### src/rtl/core/psf_pkg.sv
// Shared types, constants and register codes of the priority source failover unit.
package psf_pkg;

   localparam int MAX_SOURCES_DEF = 4;
   localparam int NUM_TIMEOUTS    = 4;
   localparam int TO_W            = 2;
   localparam int SRC_W           = 3;
   localparam int ACT_W           = 2;
   localparam int TIME_W          = 32;
   localparam int DATA_W          = 32;
   localparam int CSR_IDX_W       = 3;
   localparam int CSR_DATA_W      = 32;

   localparam logic [TIME_W-1:0] DEFAULT_TIMEOUT = TIME_W'(3000);

   localparam logic [CSR_IDX_W-1:0] CSR_SOURCES  = 3'd0;
   localparam logic [CSR_IDX_W-1:0] CSR_TIMEOUT0 = 3'd1;
   localparam logic [CSR_IDX_W-1:0] CSR_TIMEOUT1 = 3'd2;
   localparam logic [CSR_IDX_W-1:0] CSR_TIMEOUT2 = 3'd3;
   localparam logic [CSR_IDX_W-1:0] CSR_TIMEOUT3 = 3'd4;

   localparam logic FUNC_UPDATE = 1'b0;
   localparam logic FUNC_POLL   = 1'b1;

   typedef struct packed {
      logic              func;
      logic [SRC_W-1:0]  source_index;
      logic [DATA_W-1:0] payload;
      logic              is_text;
      logic [TIME_W-1:0] time_ticks;
   } req_type;

   typedef struct packed {
      logic              emitted;
      logic [DATA_W-1:0] out_payload;
      logic              out_is_text;
      logic [TIME_W-1:0] out_stamp;
      logic [ACT_W-1:0]  active_source;
   } rsp_type;

   typedef struct packed {
      logic later;
      logic expired;
   } cmp_type;

endpackage

### src/rtl/core/psf_req_if.sv
// Request channel carrying update and poll beats.
interface psf_req_if import psf_pkg::*; ();
   logic    valid;
   logic    ready;
   req_type data;

   modport source (output valid, output data, input ready);
   modport sink (input valid, input data, output ready);
endinterface

### src/rtl/core/psf_rsp_if.sv
// Response channel carrying poll result beats.
interface psf_rsp_if import psf_pkg::*; ();
   logic    valid;
   logic    ready;
   rsp_type data;

   modport source (output valid, output data, input ready);
   modport sink (input valid, input data, output ready);
endinterface

### src/rtl/core/priority_source_failover_unit.sv
// Top level: priority failover selector over up to four timed sources.
//
// Usage:
//   req_chan carries update beats (func 0) and poll beats (func 1). An update
//   stores payload, type tag and stamp for its source when that source is in
//   use and either was never seen or the stamp is later than its last input
//   time; it gives no response. A poll walks the sources in priority order,
//   one source per cycle through one shared subtract/compare unit, and gives
//   exactly one beat on rsp_chan. An update passes through accept and
//   compare/write. A poll passes through accept, a scan of the sources in use
//   that stops at the first unexpired one (skipped when none is in use), and
//   a load of the output register.
//   req_chan.ready is high only while the sequencer is idle, one item at a
//   time. The output register holds a response while rsp_chan is stalled;
//   a following poll finishes its scan and waits for that register to free.
//   csr_we/csr_index/csr_wdata write sources_in_use (0) and the four
//   timeouts (1..4); a zero timeout loads 3000.
//   Reset (synchronous, active high) restores 4 sources, 3000-tick
//   timeouts, active source 0 and marks every source never seen.
module priority_source_failover_unit import psf_pkg::*; #(
   parameter int MAX_SOURCES = MAX_SOURCES_DEF
) (
   input  logic                  clock,
   input  logic                  reset,
   psf_req_if.sink               req_chan,
   psf_rsp_if.source             rsp_chan,
   input  logic                  csr_we,
   input  logic [CSR_IDX_W-1:0]  csr_index,
   input  logic [CSR_DATA_W-1:0] csr_wdata
);

   localparam int IDX_W = (MAX_SOURCES > 1) ? $clog2(MAX_SOURCES) : 1;
   localparam int CNT_W = $clog2(MAX_SOURCES + 1);

   localparam logic [1:0] ST_IDLE = 2'd0;
   localparam logic [1:0] ST_UPD  = 2'd1;
   localparam logic [1:0] ST_SCAN = 2'd2;
   localparam logic [1:0] ST_OUT  = 2'd3;

   logic [1:0]             state_ff, state_in;
   logic [SRC_W-1:0]       sources_ff, sources_in;
   logic [TIME_W-1:0]      timeout_ff [NUM_TIMEOUTS];
   logic [TIME_W-1:0]      timeout_in [NUM_TIMEOUTS];
   req_type                item_ff, item_in;
   logic [CNT_W-1:0]       scan_ff, scan_in;
   logic [IDX_W-1:0]       active_ff, active_in;
   rsp_type                res_ff, res_in;
   logic                   rsp_valid_ff, rsp_valid_in;
   rsp_type                rsp_data_ff, rsp_data_in;
   logic [MAX_SOURCES-1:0] known_ff, known_in;
   logic [MAX_SOURCES-1:0] fresh_ff, fresh_in;
   logic [DATA_W-1:0]      payload_ff [MAX_SOURCES];
   logic [DATA_W-1:0]      payload_in [MAX_SOURCES];
   logic                   text_ff [MAX_SOURCES];
   logic                   text_in [MAX_SOURCES];
   logic [TIME_W-1:0]      stamp_ff [MAX_SOURCES];
   logic [TIME_W-1:0]      stamp_in [MAX_SOURCES];
   logic [TIME_W-1:0]      last_ff [MAX_SOURCES];
   logic [TIME_W-1:0]      last_in [MAX_SOURCES];

   logic [CNT_W-1:0]       n_src;
   logic [CNT_W-1:0]       scan_next;
   logic [IDX_W-1:0]       sel;
   logic                   idx_ok;
   logic                   expired;
   logic                   later_ok;
   logic [TIME_W-1:0]      csr_timeout;
   cmp_type                cmp;

   assign n_src = (sources_ff > SRC_W'(MAX_SOURCES)) ? CNT_W'(MAX_SOURCES)
                                                     : CNT_W'(sources_ff);
   assign scan_next = scan_ff + CNT_W'(1);
   assign sel = (state_ff == ST_SCAN) ? scan_ff[IDX_W-1:0]
                                      : item_ff.source_index[IDX_W-1:0];
   assign idx_ok = {1'b0, req_chan.data.source_index} < (SRC_W + 1)'(n_src);
   assign csr_timeout = (csr_wdata == '0) ? DEFAULT_TIMEOUT : csr_wdata;

   psf_time_cmp u_cmp (
      .now     (item_ff.time_ticks),
      .last    (last_ff[sel]),
      .timeout (timeout_ff[TO_W'(sel)]),
      .res     (cmp)
   );

   // never-seen source restarts its clock at this poll, so it cannot expire
   assign expired  = known_ff[sel] & cmp.expired;
   assign later_ok = !known_ff[sel] | cmp.later;

   assign req_chan.ready = (state_ff == ST_IDLE);
   assign rsp_chan.valid = rsp_valid_ff;
   assign rsp_chan.data  = rsp_data_ff;

   always_comb begin
      state_in     = state_ff;
      sources_in   = sources_ff;
      timeout_in   = timeout_ff;
      item_in      = item_ff;
      scan_in      = scan_ff;
      active_in    = active_ff;
      res_in       = res_ff;
      rsp_valid_in = rsp_valid_ff;
      rsp_data_in  = rsp_data_ff;
      known_in     = known_ff;
      fresh_in     = fresh_ff;
      payload_in   = payload_ff;
      text_in      = text_ff;
      stamp_in     = stamp_ff;
      last_in      = last_ff;

      if (csr_we) begin
         unique case (csr_index) inside
            CSR_SOURCES: begin
               sources_in = csr_wdata[SRC_W-1:0];
            end
            CSR_TIMEOUT0, CSR_TIMEOUT1, CSR_TIMEOUT2, CSR_TIMEOUT3: begin
               timeout_in[TO_W'(csr_index - CSR_TIMEOUT0)] = csr_timeout;
            end
            default: begin
            end
         endcase
      end

      if (rsp_valid_ff && rsp_chan.ready) begin
         rsp_valid_in = 1'b0;
      end

      unique case (state_ff)
         ST_IDLE: begin
            if (req_chan.valid) begin
               item_in = req_chan.data;
               if (req_chan.data.func == FUNC_POLL) begin
                  res_in  = '0;
                  scan_in = '0;
                  state_in = (n_src == '0) ? ST_OUT : ST_SCAN;
               end else if (idx_ok) begin
                  state_in = ST_UPD;
               end
            end
         end
         ST_UPD: begin
            if (later_ok) begin
               payload_in[sel] = item_ff.payload;
               text_in[sel]    = item_ff.is_text;
               stamp_in[sel]   = item_ff.time_ticks;
               last_in[sel]    = item_ff.time_ticks;
               known_in[sel]   = 1'b1;
               fresh_in[sel]   = 1'b1;
            end
            state_in = ST_IDLE;
         end
         ST_SCAN: begin
            if (!known_ff[sel]) begin
               last_in[sel]  = item_ff.time_ticks;
               known_in[sel] = 1'b1;
            end
            if (!expired) begin
               active_in = sel;
               if (fresh_ff[sel]) begin
                  fresh_in[sel]      = 1'b0;
                  res_in.emitted     = 1'b1;
                  res_in.out_payload = payload_ff[sel];
                  res_in.out_is_text = text_ff[sel];
                  res_in.out_stamp   = stamp_ff[sel];
               end
               state_in = ST_OUT;
            end else begin
               // advance the active index past an expired source, never back
               if (scan_next < n_src && scan_next > CNT_W'(active_ff)) begin
                  active_in = scan_next[IDX_W-1:0];
               end
               scan_in = scan_next;
               if (scan_next == n_src) begin
                  state_in = ST_OUT;
               end
            end
         end
         ST_OUT: begin
            if (!rsp_valid_ff || rsp_chan.ready) begin
               rsp_data_in               = res_ff;
               rsp_data_in.active_source = ACT_W'(active_ff);
               rsp_valid_in              = 1'b1;
               state_in                  = ST_IDLE;
            end
         end
         default: begin
            state_in = ST_IDLE;
         end
      endcase
   end

   always_ff @(posedge clock) begin
      if (reset) begin
         state_ff     <= ST_IDLE;
         sources_ff   <= SRC_W'(4);
         for (int i = 0; i < NUM_TIMEOUTS; i++) begin
            timeout_ff[i] <= DEFAULT_TIMEOUT;
         end
         active_ff    <= '0;
         rsp_valid_ff <= 1'b0;
         known_ff     <= '0;
         fresh_ff     <= '0;
      end else begin
         state_ff     <= state_in;
         sources_ff   <= sources_in;
         timeout_ff   <= timeout_in;
         active_ff    <= active_in;
         rsp_valid_ff <= rsp_valid_in;
         known_ff     <= known_in;
         fresh_ff     <= fresh_in;
      end
   end

   always_ff @(posedge clock) begin
      item_ff     <= item_in;
      scan_ff     <= scan_in;
      res_ff      <= res_in;
      rsp_data_ff <= rsp_data_in;
      payload_ff  <= payload_in;
      text_ff     <= text_in;
      stamp_ff    <= stamp_in;
      last_ff     <= last_in;
   end

`ifndef SYNTHESIS
   a_quiet_result_is_zero: assert property (@(posedge clock) disable iff (reset)
      (rsp_chan.valid && !rsp_chan.data.emitted) |->
         (rsp_chan.data.out_payload == '0 && rsp_chan.data.out_stamp == '0 &&
          !rsp_chan.data.out_is_text))
      else $error("quiet poll result carries data");

   a_scan_in_range: assert property (@(posedge clock) disable iff (reset)
      (state_ff == ST_SCAN) |-> (scan_ff < n_src))
      else $error("scan index beyond sources in use");

   a_fresh_consumed: assert property (@(posedge clock) disable iff (reset)
      (state_ff == ST_SCAN && !expired && fresh_ff[sel]) |=>
         (!fresh_ff[$past(sel)] && state_ff == ST_OUT && res_ff.emitted))
      else $error("emitted data not marked used");
`endif

endmodule

### src/rtl/core/psf_time_cmp.sv
// Shared time difference unit: later-than and expiry tests on one subtraction.
module psf_time_cmp import psf_pkg::*; (
   input  logic [TIME_W-1:0] now,
   input  logic [TIME_W-1:0] last,
   input  logic [TIME_W-1:0] timeout,
   output cmp_type           res
);

   logic [TIME_W-1:0] diff;

   assign diff = now - last;

   // negative difference is neither later nor expired
   assign res.later   = (diff != '0) && !diff[TIME_W-1];
   assign res.expired = !diff[TIME_W-1] && (diff > timeout);

endmodule

### src/flat_wrapper.sv
// flat-port wrapper written by rule: the top's interface ports become plain ports
module priority_source_failover_unit_flat import psf_pkg::*;
#(
   parameter int MAX_SOURCES = MAX_SOURCES_DEF
)
  (clock, reset, csr_we, csr_index, csr_wdata, req_chan_valid, req_chan_data, req_chan_ready, rsp_chan_valid, rsp_chan_data, rsp_chan_ready);
  psf_req_if req_chan_i ();
  psf_rsp_if rsp_chan_i ();
  input  logic clock;
  input  logic reset;
  input  logic csr_we;
  input  logic [CSR_IDX_W-1:0] csr_index;
  input  logic [CSR_DATA_W-1:0] csr_wdata;
  input wire logic [$bits(req_chan_i.valid)-1:0] req_chan_valid;
  input wire logic [$bits(req_chan_i.data)-1:0] req_chan_data;
  output wire logic [$bits(req_chan_i.ready)-1:0] req_chan_ready;
  output wire logic [$bits(rsp_chan_i.valid)-1:0] rsp_chan_valid;
  output wire logic [$bits(rsp_chan_i.data)-1:0] rsp_chan_data;
  input wire logic [$bits(rsp_chan_i.ready)-1:0] rsp_chan_ready;
  assign req_chan_i.valid = req_chan_valid;
  assign req_chan_i.data = req_chan_data;
  assign req_chan_ready = req_chan_i.ready;
  assign rsp_chan_valid = rsp_chan_i.valid;
  assign rsp_chan_data = rsp_chan_i.data;
  assign rsp_chan_i.ready = rsp_chan_ready;
  priority_source_failover_unit #(.MAX_SOURCES(MAX_SOURCES)) u_core (.clock(clock), .reset(reset), .req_chan(req_chan_i), .rsp_chan(rsp_chan_i), .csr_we(csr_we), .csr_index(csr_index), .csr_wdata(csr_wdata));
endmodule
### config.mk
export PLATFORM = sky130hd
export DESIGN_NAME = priority_source_failover_unit_flat
export DESIGN_NICKNAME = d
export VERILOG_FILES = /design/src/rtl/core/psf_pkg.sv /design/src/rtl/core/psf_req_if.sv /design/src/rtl/core/psf_rsp_if.sv /design/src/rtl/core/priority_source_failover_unit.sv /design/src/rtl/core/psf_time_cmp.sv /design/src/flat_wrapper.sv
export SDC_FILE = /design/constraint.sdc
export NUM_CORES = 1
export LEC_CHECK = 0
export ABC_AREA = 1
export CORE_MARGIN = 2
export CORE_UTILIZATION = 55
export CTS_BUF_LIST = sky130_fd_sc_hd__clkbuf_8
export DETAILED_ROUTE_END_ITERATION = 10
export DONT_BUFFER_PORTS = 1
export PLACE_DENSITY = 0.77
export SLEW_MARGIN = 20
export SYNTH_ARGS = -nofsm -noshare
export SYNTH_HDL_FRONTEND = slang
export SYNTH_SLANG_ARGS = --single-unit
### constraint.sdc
create_clock -name clock -period 8.7 [get_ports clock]
set_input_delay 1.74 -clock clock [delete_from_list [all_inputs] [get_ports clock]]
set_output_delay 1.74 -clock clock [all_outputs]
set_load 0.05 [all_outputs]
==> reports/qor.yml, run 1 <==
pin_count: 179
syn_avg_cell_area_um2: 12.4
die_h_um: 235
worstHoldStart: "u_core.res_ff[39]$_SDFFCE_PN0P_"
fmax_mhz: 150
hold_viol: 0
rr_endpoint: "u_core.res_ff[13]$_SDFFCE_PN0P_"
cts_hold_buffers: 0
rsz0062_at_grt: "false"
tightest_slew_ns: 1.04
synthFlopType: "edfxtp_1"
slowest_stage: "ha_1"
place_hpwl_um: 41700
crit_arrival_ns: 7.00
crit_start: "u_core.state_ff[0]$_SDFFE_PP0P_"
dr.pass1.iters: 6
fin_util_pct: 61.1
crit_path_end_kind: "register"
cts.sinks: 736
yosysUniqueCellTypes: 45
post_cts.repair.setup_buffers: 0
numCtsBuffers: 110
rows: 84
min_period_ns: 6.66
fin_nets: 2577
status: "finished, final reports clean"
synth_nets: 2538
yosysSeqAreaShare_pct: 70.7
grt_pass1_wl_um: 102000
p_leak_nw: 11.9
fin_crit_sh_pct: 76.5
rr_startpoint: "u_core.state_ff[0]$_SDFFE_PP0P_"
fin_skew_ns: 0.0412
min_path_type: "reg -> reg"
max-clock-path-buffers: 3
post_dp_cell_area_um2: 30000
post-place-ws_ns: 2.04
setup_viol: 0
critPathMaxStageDelay_ns: 0.60
cts_tree: "built"
synth-seq-cells: 736
globalplace.congestion: 0.915
overflow: 0
yosys_warnings: 0
die_w_um: 235
required_ns: 9.05
setup.worst_path.class: "reg -> reg"
startpoint_type: "register"
start_util_pct: 55.6
cts_root_buf: "clkbuf_8"
vias_per_cell: 5.94
ir_drop_mv: 0.218
drc: 0
powerDensity_nw_per_um2: 388
first_iter_violations: 1909
antenna_found_initial: 5
ys_async_sr_fraction_pct: 0
dieArea_um2: 55000
reg2reg_depth: 32
via_count: 18833
drive_gt1_share_pct: 7.79
drtAntennaViolNets: 0
track_usage_pct: 24.4
critPathMaxFanout: 49
synth_cells: 2353
syn2layout_area_growth_pct: 9.88
first_global_vias: 18592
stdcell_area_um2: 32100
endpoint: "u_core.res_ff[13]$_SDFFCE_PN0P_"
clk_pin_slew_worst_paths_ns: 0.06
r2r_slack_ns: 2.04
core_um2: 52600
cts.htree.levels: 3
nFillCells: 3952
avgRoutedWirePerCell_um: 21.3
final_max_slew_viol_count: 0
slew_headroom_pct: 30.7
syn_area_um2: 29200
drv_cap: 0
port-buffer-count: 0
cts-resized-gates: 0
tns_ns: 0
clk_latency_ns: 0.75
synth_edf_count: 592
grt_max_degree: 109
setup_ws_ns: 2.04
wirelength_um: 67500
==> sequential cells by signal (all words and copies together), names as in the netlist, named ones only <==
register and cells:
u_core.active_ff 2, u_core.item_ff 67, u_core.known_ff 4, u_core.last_ff 128, u_core.payload_ff 128, u_core.res_ff 66, u_core.rsp_chan.data 68, u_core.rsp_chan.valid 1
u_core.scan_ff 3, u_core.sources_ff 3, u_core.stamp_ff 128, u_core.state_ff 2, u_core.text_ff 4, u_core.timeout_ff 128
==> cell families after synthesis <==
| logic type | Yosys count | synth area share [%] |
|---|---|---|
| flip-flops | 736 | 70.7 |
| AO/OA/AOI/OAI | 631 | 13.5 |
| AND/OR/NAND/NOR | 569 | 7.91 |
| buffers and inverters | 327 | 4.21 |
| adder cells (fa/ha/maj) | 76 | 3.28 |
| XOR/XNOR | 12 | 0.385 |
| multiplexers | 2 | 0.0728 |
==> metrics by stage <==
| stage | hold slack (ns) | cells | power (mW) |
|---|---|---|---|
| after floorplan | 0.400 | 2353 | 8.41 |
| after global placement | 0.405 | 2968 | 9.67 |
| after detailed placement | 0.405 | 2968 | 9.82 |
| after CTS | 0.416 | 3167 | 12.5 |
| after global routing | 0.422 | 3171 | 13.2 |
| final | 0.418 | 3171 | 12.4 |
==> worst min path at each step <==
stage	to	slack [ns]	cells past startpoint
final	u_core.rsp_chan.data[39]$_DFFE_PP_	0.42	0
after CTS	u_core.rsp_chan.data[39]$_DFFE_PP_	0.42	0
after detailed placement	u_core.rsp_chan.data[39]$_DFFE_PP_	0.40	0
after global routing	u_core.rsp_chan.data[50]$_DFFE_PP_	0.42	0
after floorplan	u_core.rsp_chan.data[10]$_DFFE_PP_	0.40	0
after global placement	u_core.rsp_chan.data[54]$_DFFE_PP_	0.40	0
==> cell type report <==
| type | count | area, um^2 | share of cell area (%) |
|---|---|---|---|
| antenna | 4 | 10.0 | 0.0312 |
| multi-input combinational | 1290 | 7390 | 23.0 |
| inverter | 223 | 841 | 2.62 |
| tap | 688 | 861 | 2.68 |
| sequential | 736 | 20700 | 64.3 |
| clock inverter | 86 | 512 | 1.59 |
| clock buffer | 113 | 1560 | 4.84 |
| timing repair buffer | 31 | 283 | 0.881 |
==> cells in the final DEF (no fill, tap or decap), types with 5 or more instances in the layout <==
cell,n
clkbuf_8,113
inv_2,8
edfxtp_1,592
inv_1,247
o22ai_1,16
o22a_1,16
nand2_1,355
a22o_1,34
a221oi_1,36
nand4_1,19
a21oi_1,240
nor2_4,6
a22oi_1,131
o221ai_1,17
o21ai_0,123
ha_1,75
xnor2_1,5
clkinv_2,11
clkinv_1,30
nor3_1,9
xor2_1,6
nand3_1,53
dfxtp_1,144
nor2_1,110
buf_4,27
==> critical path: cells and delay by family, from the launching register on <==
kind | cells | cell delay, ns
fa+ha+maj | 3 | 1.23
simple gates | 15 | 1.95
flops | 1 | 0.33
buf+inv | 9 | 1.95
compound gates | 4 | 0.52
xor+xnor | 1 | 0.29
==> per-layer routing <==
layer	part of all wire (%)	vias up	global-route usage, %
met1	41	9232	31.8
met5	0.012	-	0
met2	48	797	39.3
met3	7.5	124	5.49
met4	3.3	2	11.0
li1	-	8678	-
==> cells in the mapped netlist, drive strengths merged, types with 2 or more instances <==
library cell	instances	area share, %
o211ai	2	0.051
clkbuf	93	1.2
o22a	16	0.48
nand2	357	4.6
o21a	3	0.077
xor2	7	0.24
nor3	9	0.15
buf	11	0.15
nand3	54	0.94
a21boi	2	0.051
o21ai	128	2.2
nand4	19	0.41
a22o	34	1.0
o221ai	17	0.51
xnor2	5	0.15
ha	75	3.2
nor2	119	1.6
and2	2	0.043
nor4	4	0.086
dfxtp	144	9.9
a221oi	36	1.1
a22oi	132	3.4
a21oi	241	4.1
o22ai	16	0.34
edfxtp	592	61
nand3b	3	0.077
inv	222	2.9
o21bai	2	0.051
==> where the power goes <==
group / total [mW] / switching (mW) / leakage, nW / internal (mW)
sequential: 5.30 / 0.486 / 6.62 / 4.82
clock: 2.62 / 1.31 / 1.19 / 1.31
combinational: 4.52 / 3.12 / 4.04 / 1.40
total: 12.4 / 4.92 / 11.9 / 7.53
(Power assumes the default switching activity.)
==> inputs of run 2 (changes only) <==
ABC_AREA = 0   (was 1)
clock period = 6.52 ns   (was 8.7 ns; I/O delays follow)
==> reports/qor.yml, run 2 <==
status: "finished, final reports clean"
die_w_um: 237
fmax_mhz: 161
place_hpwl_um: 42900
drtAntennaViolNets: 0
synthFlopType: "edfxtp_1"
post_dp_cell_area_um2: 31400
crit_arrival_ns: 6.62
synth_top_area_share_pct: 59.4
synth.area.top_cells: "edfxtp_1 (59%), mux4_2 (9.8%), dfxtp_1 (9.6%)"
min_period_ns: 6.21
slew_headroom_pct: 31.2
start_util_pct: 55.6
track_usage_pct: 23.3
fin_nets: 2269
clk_pin_slew_worst_paths_ns: 0.06
via_count: 17125
core_um2: 53800
yosysSeqAreaShare_pct: 69.0
ir_drop_mv: 0.236
drv_cap: 0
antenna_found_initial: 3
syn_area_um2: 29900
drc: 0
grt_max_degree: 110
syn2layout_area_growth_pct: 12.1
syn_avg_cell_area_um2: 15.1
rsz0062_at_grt: "false"
wirelength_um: 65000
yosys.area.top_type: "edfxtp_1"
cpMostUsedCell: "inv_1"
first_iter_violations: 1562
globalplace.congestion: 0.916
fin_skew_ns: 0.0715
startpoint_type: "register"
crit_path_end_kind: "register"
min_path_type: "reg -> reg"
numCtsBuffers: 110
fin_crit_sh_pct: 95.2
pin_count: 179
die_h_um: 237
first_global_vias: 17432
tightest_slew_ns: 1.03
cts.sinks: 736
yosysUniqueCellTypes: 72
yosys_warnings: 0
port-buffer-count: 0
vias_per_cell: 5.97
dieArea_um2: 56300
synthTopCellsByCount: "edfxtp_1 (592), nand2_1 (279), a21oi_1 (148)"
dr.pass1.iters: 7
critPathMaxFanout: 32
synth_cells: 1984
rows: 85
synth-seq-cells: 736
cts_hold_buffers: 0
drive_gt1_share_pct: 18.8
cts_tree: "built"
ys_async_sr_fraction_pct: 0
hold_viol: 0
powerDensity_nw_per_um2: 508
grt_pass1_wl_um: 100000
synth_edf_count: 592
stdcell_area_um2: 33600
max-clock-path-buffers: 3
final_max_slew_viol_count: 0
setup_viol: 0
overflow: 0
setup.worst_path.class: "reg -> reg"
synth.most_common_cell: "edfxtp_1"
layout_common_cells: "edfxtp_1 (592), nand2_1 (279), a21oi_1 (146)"
clk_latency_ns: 0.74
tns_ns: 0
final_common_cell: "edfxtp_1"
synth_nets: 2169
slowest_stage: "mux4_2"
avgRoutedWirePerCell_um: 22.6
r2r_slack_ns: 0.31
cts.htree.levels: 3
cts_root_buf: "clkbuf_8"
p_leak_nw: 11.7
critPathMaxStageDelay_ns: 0.50
required_ns: 6.93
run 2: changes by cell type in the layout (fill, tap and decap cells not counted), sizes merged, moves of 33 or more:
cell    previous run  this run
inv              261       127
mux4               0       130
a22oi            132         5
a21oi            241       150
o21ai            128        45
nand2            357       279
and2               2        74
nor2             119        59
buf               31        85
nand3             54        14
a221oi            36         3
a22o              34         1
run 2: worst paths after layout:
check	start	endpoint	cells after the start
worst max-delay path	u_core.state_ff[0]$_SDFFE_PP0P_	u_core.res_ff[18]$_SDFFCE_PN0P_	25
worst min register to register	u_core.res_ff[54]$_SDFFCE_PN0P_	u_core.rsp_chan.data[54]$_DFFE_PP_	0
worst max register to register	u_core.state_ff[0]$_SDFFE_PP0P_	u_core.res_ff[18]$_SDFFCE_PN0P_	25
worst min-delay path	u_core.res_ff[54]$_SDFFCE_PN0P_	u_core.rsp_chan.data[54]$_DFFE_PP_	0
run 2: repair_timing:
item,4_1_cts,5_1_grt
buffers inserted,0,10
setup endpoints to repair,0,68
resized for setup,0,9
endpoints found under the hold margin,0,0
run 2: final cells by class:
cell class                      count  area, um^2
Multi-Input combinational cell   1070        8770
Clock inverter                     78         407
Antenna cell                        2        5.00
Sequential cell                   736       20700
Timing Repair Buffer               85         862
Clock buffer                      122        1680
Inverter                           81         304
Fill cell                        3774       20300
Tap cell                          696         871
run 2: kinds of logic after synthesis:
kind of cell | after synthesis | synth area share [%]
xor gates and xnor gates | 26 | 0.761
buffers and inverters | 178 | 2.26
DFF | 736 | 69.0
muxes | 144 | 10.3
AOI/OAI and AO/OA | 303 | 6.26
and+or+nand+nor | 521 | 8.21
adders and majority gates | 76 | 3.20
run 2: critical path: cells and delay by family, from the launching register on:
kind	cells	cell delay (ns)
compound gates	5	0.87
xor+xnor	1	0.17
fa+ha+maj	3	0.85
buf+inv	6	0.77
flops	1	0.38
mux	2	0.83
simple gates	8	2.01
run 2: metrics by stage:
step / total power, mW / util, % / worst slack [ns] / std cells / hold slack (ns)
global route: 18.1 / 62.4 / 0.00137 / 2870 / 0.421
finish: 17.0 / 62.4 / 0.314 / 2870 / 0.414
floorplan: 11.4 / - / 0.00897 / 1984 / 0.400
detailed placement: 13.6 / 58.3 / 0.0895 / 2658 / 0.405
CTS: 17.1 / 62.1 / 0.0334 / 2858 / 0.417
global placement: 13.4 / 58.2 / 0.173 / 2657 / 0.402
run 2: power breakdown:
group | internal, mW | total [mW] | switching, mW
Combinational | 2.75 | 6.64 | 3.89
Sequential | 6.36 | 6.92 | 0.565
Clock | 1.77 | 3.48 | 1.71
run 2: metal layers:
| metal | vias up | track usage [%] | wire (um) |
|---|---|---|---|
| li1 | 7708 | - | - |
| met1 | 8647 | 30.1 | 26200 |
| met2 | 648 | 38.8 | 32600 |
| met3 | 120 | 5.32 | 4300 |
| met4 | 2 | 8.73 | 1800 |
| met5 | - | 0 | 13 |
==> inputs of run 3 (changes only) <==
CELL_PAD_IN_SITES_DETAIL_PLACEMENT = 1   (was not set)
CELL_PAD_IN_SITES_GLOBAL_PLACEMENT = 2   (was not set)
CORE_UTILIZATION = 48   (was 55)
PLACE_DENSITY = 0.88   (was 0.77)
==> reports/qor.yml, run 3 (same netlist as run 2, synthesis figures left out) <==
p_leak_nw: 11.6
critPathMaxStageDelay_ns: 0.50
pin_count: 179
first_global_vias: 18410
setup_ws_ns: 0.316
final_common_cell: "edfxtp_1"
min_path_type: "reg -> reg"
cpMostUsedCell: "inv_1"
dieArea_um2: 64400
required_ns: 6.98
place_hpwl_um: 45800
critPathMaxFanout: 33
cp_num_cells: 24
crit_buf_inv: 5
dr.pass1.iters: 7
post_dp_cell_area_um2: 31200
rr_endpoint: "u_core.res_ff[18]$_SDFFCE_PN0P_"
rsz0062_at_grt: "false"
post-place-ws_ns: 0.0556
core_um2: 61700
vias_per_cell: 5.68
fin_nets: 2254
grt_max_degree: 110
status: "finished, final reports clean"
antenna_found_initial: 8
cts.sinks: 736
tns_ns: 0
r2r_slack_ns: 0.32
rows: 91
clk_pin_slew_worst_paths_ns: 0.06
final_max_slew_viol_count: 0
start_util_pct: 48.5
drv_cap: 0
cts.htree.levels: 3
setup_viol: 0
drtAntennaViolNets: 0
syn2layout_area_growth_pct: 12.2
die_h_um: 254
fmax_mhz: 161
setup.worst_path.class: "reg -> reg"
wirelength_um: 72400
globalplace.congestion: 0.828
fin_util_pct: 54.4
clk_latency_ns: 0.75
slew_headroom_pct: 28.9
finalPower_mw: 17.2
avgRoutedWirePerCell_um: 24.1
endpoint: "u_core.res_ff[18]$_SDFFCE_PN0P_"
cts_root_buf: "clkbuf_8"
rr_startpoint: "u_core.state_ff[0]$_SDFFE_PP0P_"
cts_tree: "built"
numCtsBuffers: 116
startpoint_type: "register"
fin_crit_sh_pct: 95.2
ir_drop_mv: 0.233
crit_path_end_kind: "register"
track_usage_pct: 22.5
fin_skew_ns: 0.0413
die_w_um: 254
critPathTopFamily: "simple AND/OR/NAND/NOR gates"
overflow: 0
min_period_ns: 6.20
crit_start: "u_core.state_ff[0]$_SDFFE_PP0P_"
layout_common_cells: "edfxtp_1 (592), nand2_1 (279), a21oi_1 (144)"
drive_gt1_share_pct: 18.3
stdcell_area_um2: 33600
powerDensity_nw_per_um2: 514
crit_arrival_ns: 6.67
grt_pass1_wl_um: 109000
via_count: 17106
cp_cell_sequence: "inv_1, ha_4, mux2_4, buf_4, mux4_2, inv_1, ha_1, a211o_1, o21bai_1, a211o_1, nor3_4, o21ai_1, xor2_1, ha_1, and4_1, or3b_2, nor4_4, a21oi_1, o21ai_0, nand4b_1, a21bo_2, inv_1, nor2_4, clkbuf_16"
port-buffer-count: 0
tightest_slew_ns: 1.06
reg2reg_depth: 24
drc: 0
slowest_stage: "or3b_2"
first_iter_violations: 996
max-clock-path-buffers: 3
cts_hold_buffers: 0
hold_viol: 0
-- run 3: cell types whose count changed in the layout (fill, tap and decap cells not counted), sizes merged --
cell | previous run | this run
clkbuf | 122 | 124
clkinv | 30 | 42
buf | 85 | 62
diode | 2 | 10
inv | 127 | 125
mux2 | 4 | 5
-- run 3: per-layer routing --
layer  global-route usage, %  up-vias  wire (um)
met4                    7.82        0       1800
li1                        -     7676          -
met5                       0        -          0
met1                    29.1     8839      30500
met2                    38.1      460      36800
met3                    4.36      131       3370
-- run 3: repair_timing --
action,CTS,global route
endpoints found under the setup margin,0,258
gates resized for setup,0,23
buffers inserted,0,13
-- run 3: worst min path at each step --
stage	startpoint	endpoint	slack [ns]	depth (start not counted)
finish	u_core.res_ff[34]$_SDFFCE_PN0P_	u_core.rsp_chan.data[34]$_DFFE_PP_	0.42	0
global route	u_core.res_ff[59]$_SDFFCE_PN0P_	u_core.rsp_chan.data[59]$_DFFE_PP_	0.42	0
CTS	u_core.res_ff[59]$_SDFFCE_PN0P_	u_core.rsp_chan.data[59]$_DFFE_PP_	0.42	0
global placement	u_core.res_ff[26]$_SDFFCE_PN0P_	u_core.rsp_chan.data[26]$_DFFE_PP_	0.40	0
detailed placement	u_core.res_ff[24]$_SDFFCE_PN0P_	u_core.rsp_chan.data[24]$_DFFE_PP_	0.41	0
floorplan	u_core.res_ff[10]$_SDFFCE_PN0P_	u_core.rsp_chan.data[10]$_DFFE_PP_	0.40	0
-- run 3: final cells by class --
class	instances	area [um^2]
inverters	81	304
clock buffers	123	1690
well taps	837	1050
clock inverters	88	430
multi-input cells	1071	8830
fillers	5970	28100
diodes	10	25.0
flip-flops and latches	736	20700
repair buffers	63	573
-- run 3: power by group --
group | leakage (nW) | internal, mW | switching (mW) | total (mW)
Combinational | 3.71 | 2.68 | 4.00 | 6.68
Sequential | 6.60 | 6.36 | 0.607 | 6.97
Clock | 1.24 | 1.79 | 1.80 | 3.59
-- run 3: per-stage QoR --
step	std cells	hold WS, ns
finish	3009	0.418
global route	3007	0.419
CTS	2984	0.417
detailed placement	2773	0.406
global placement	2773	0.401
floorplan	1984	0.400
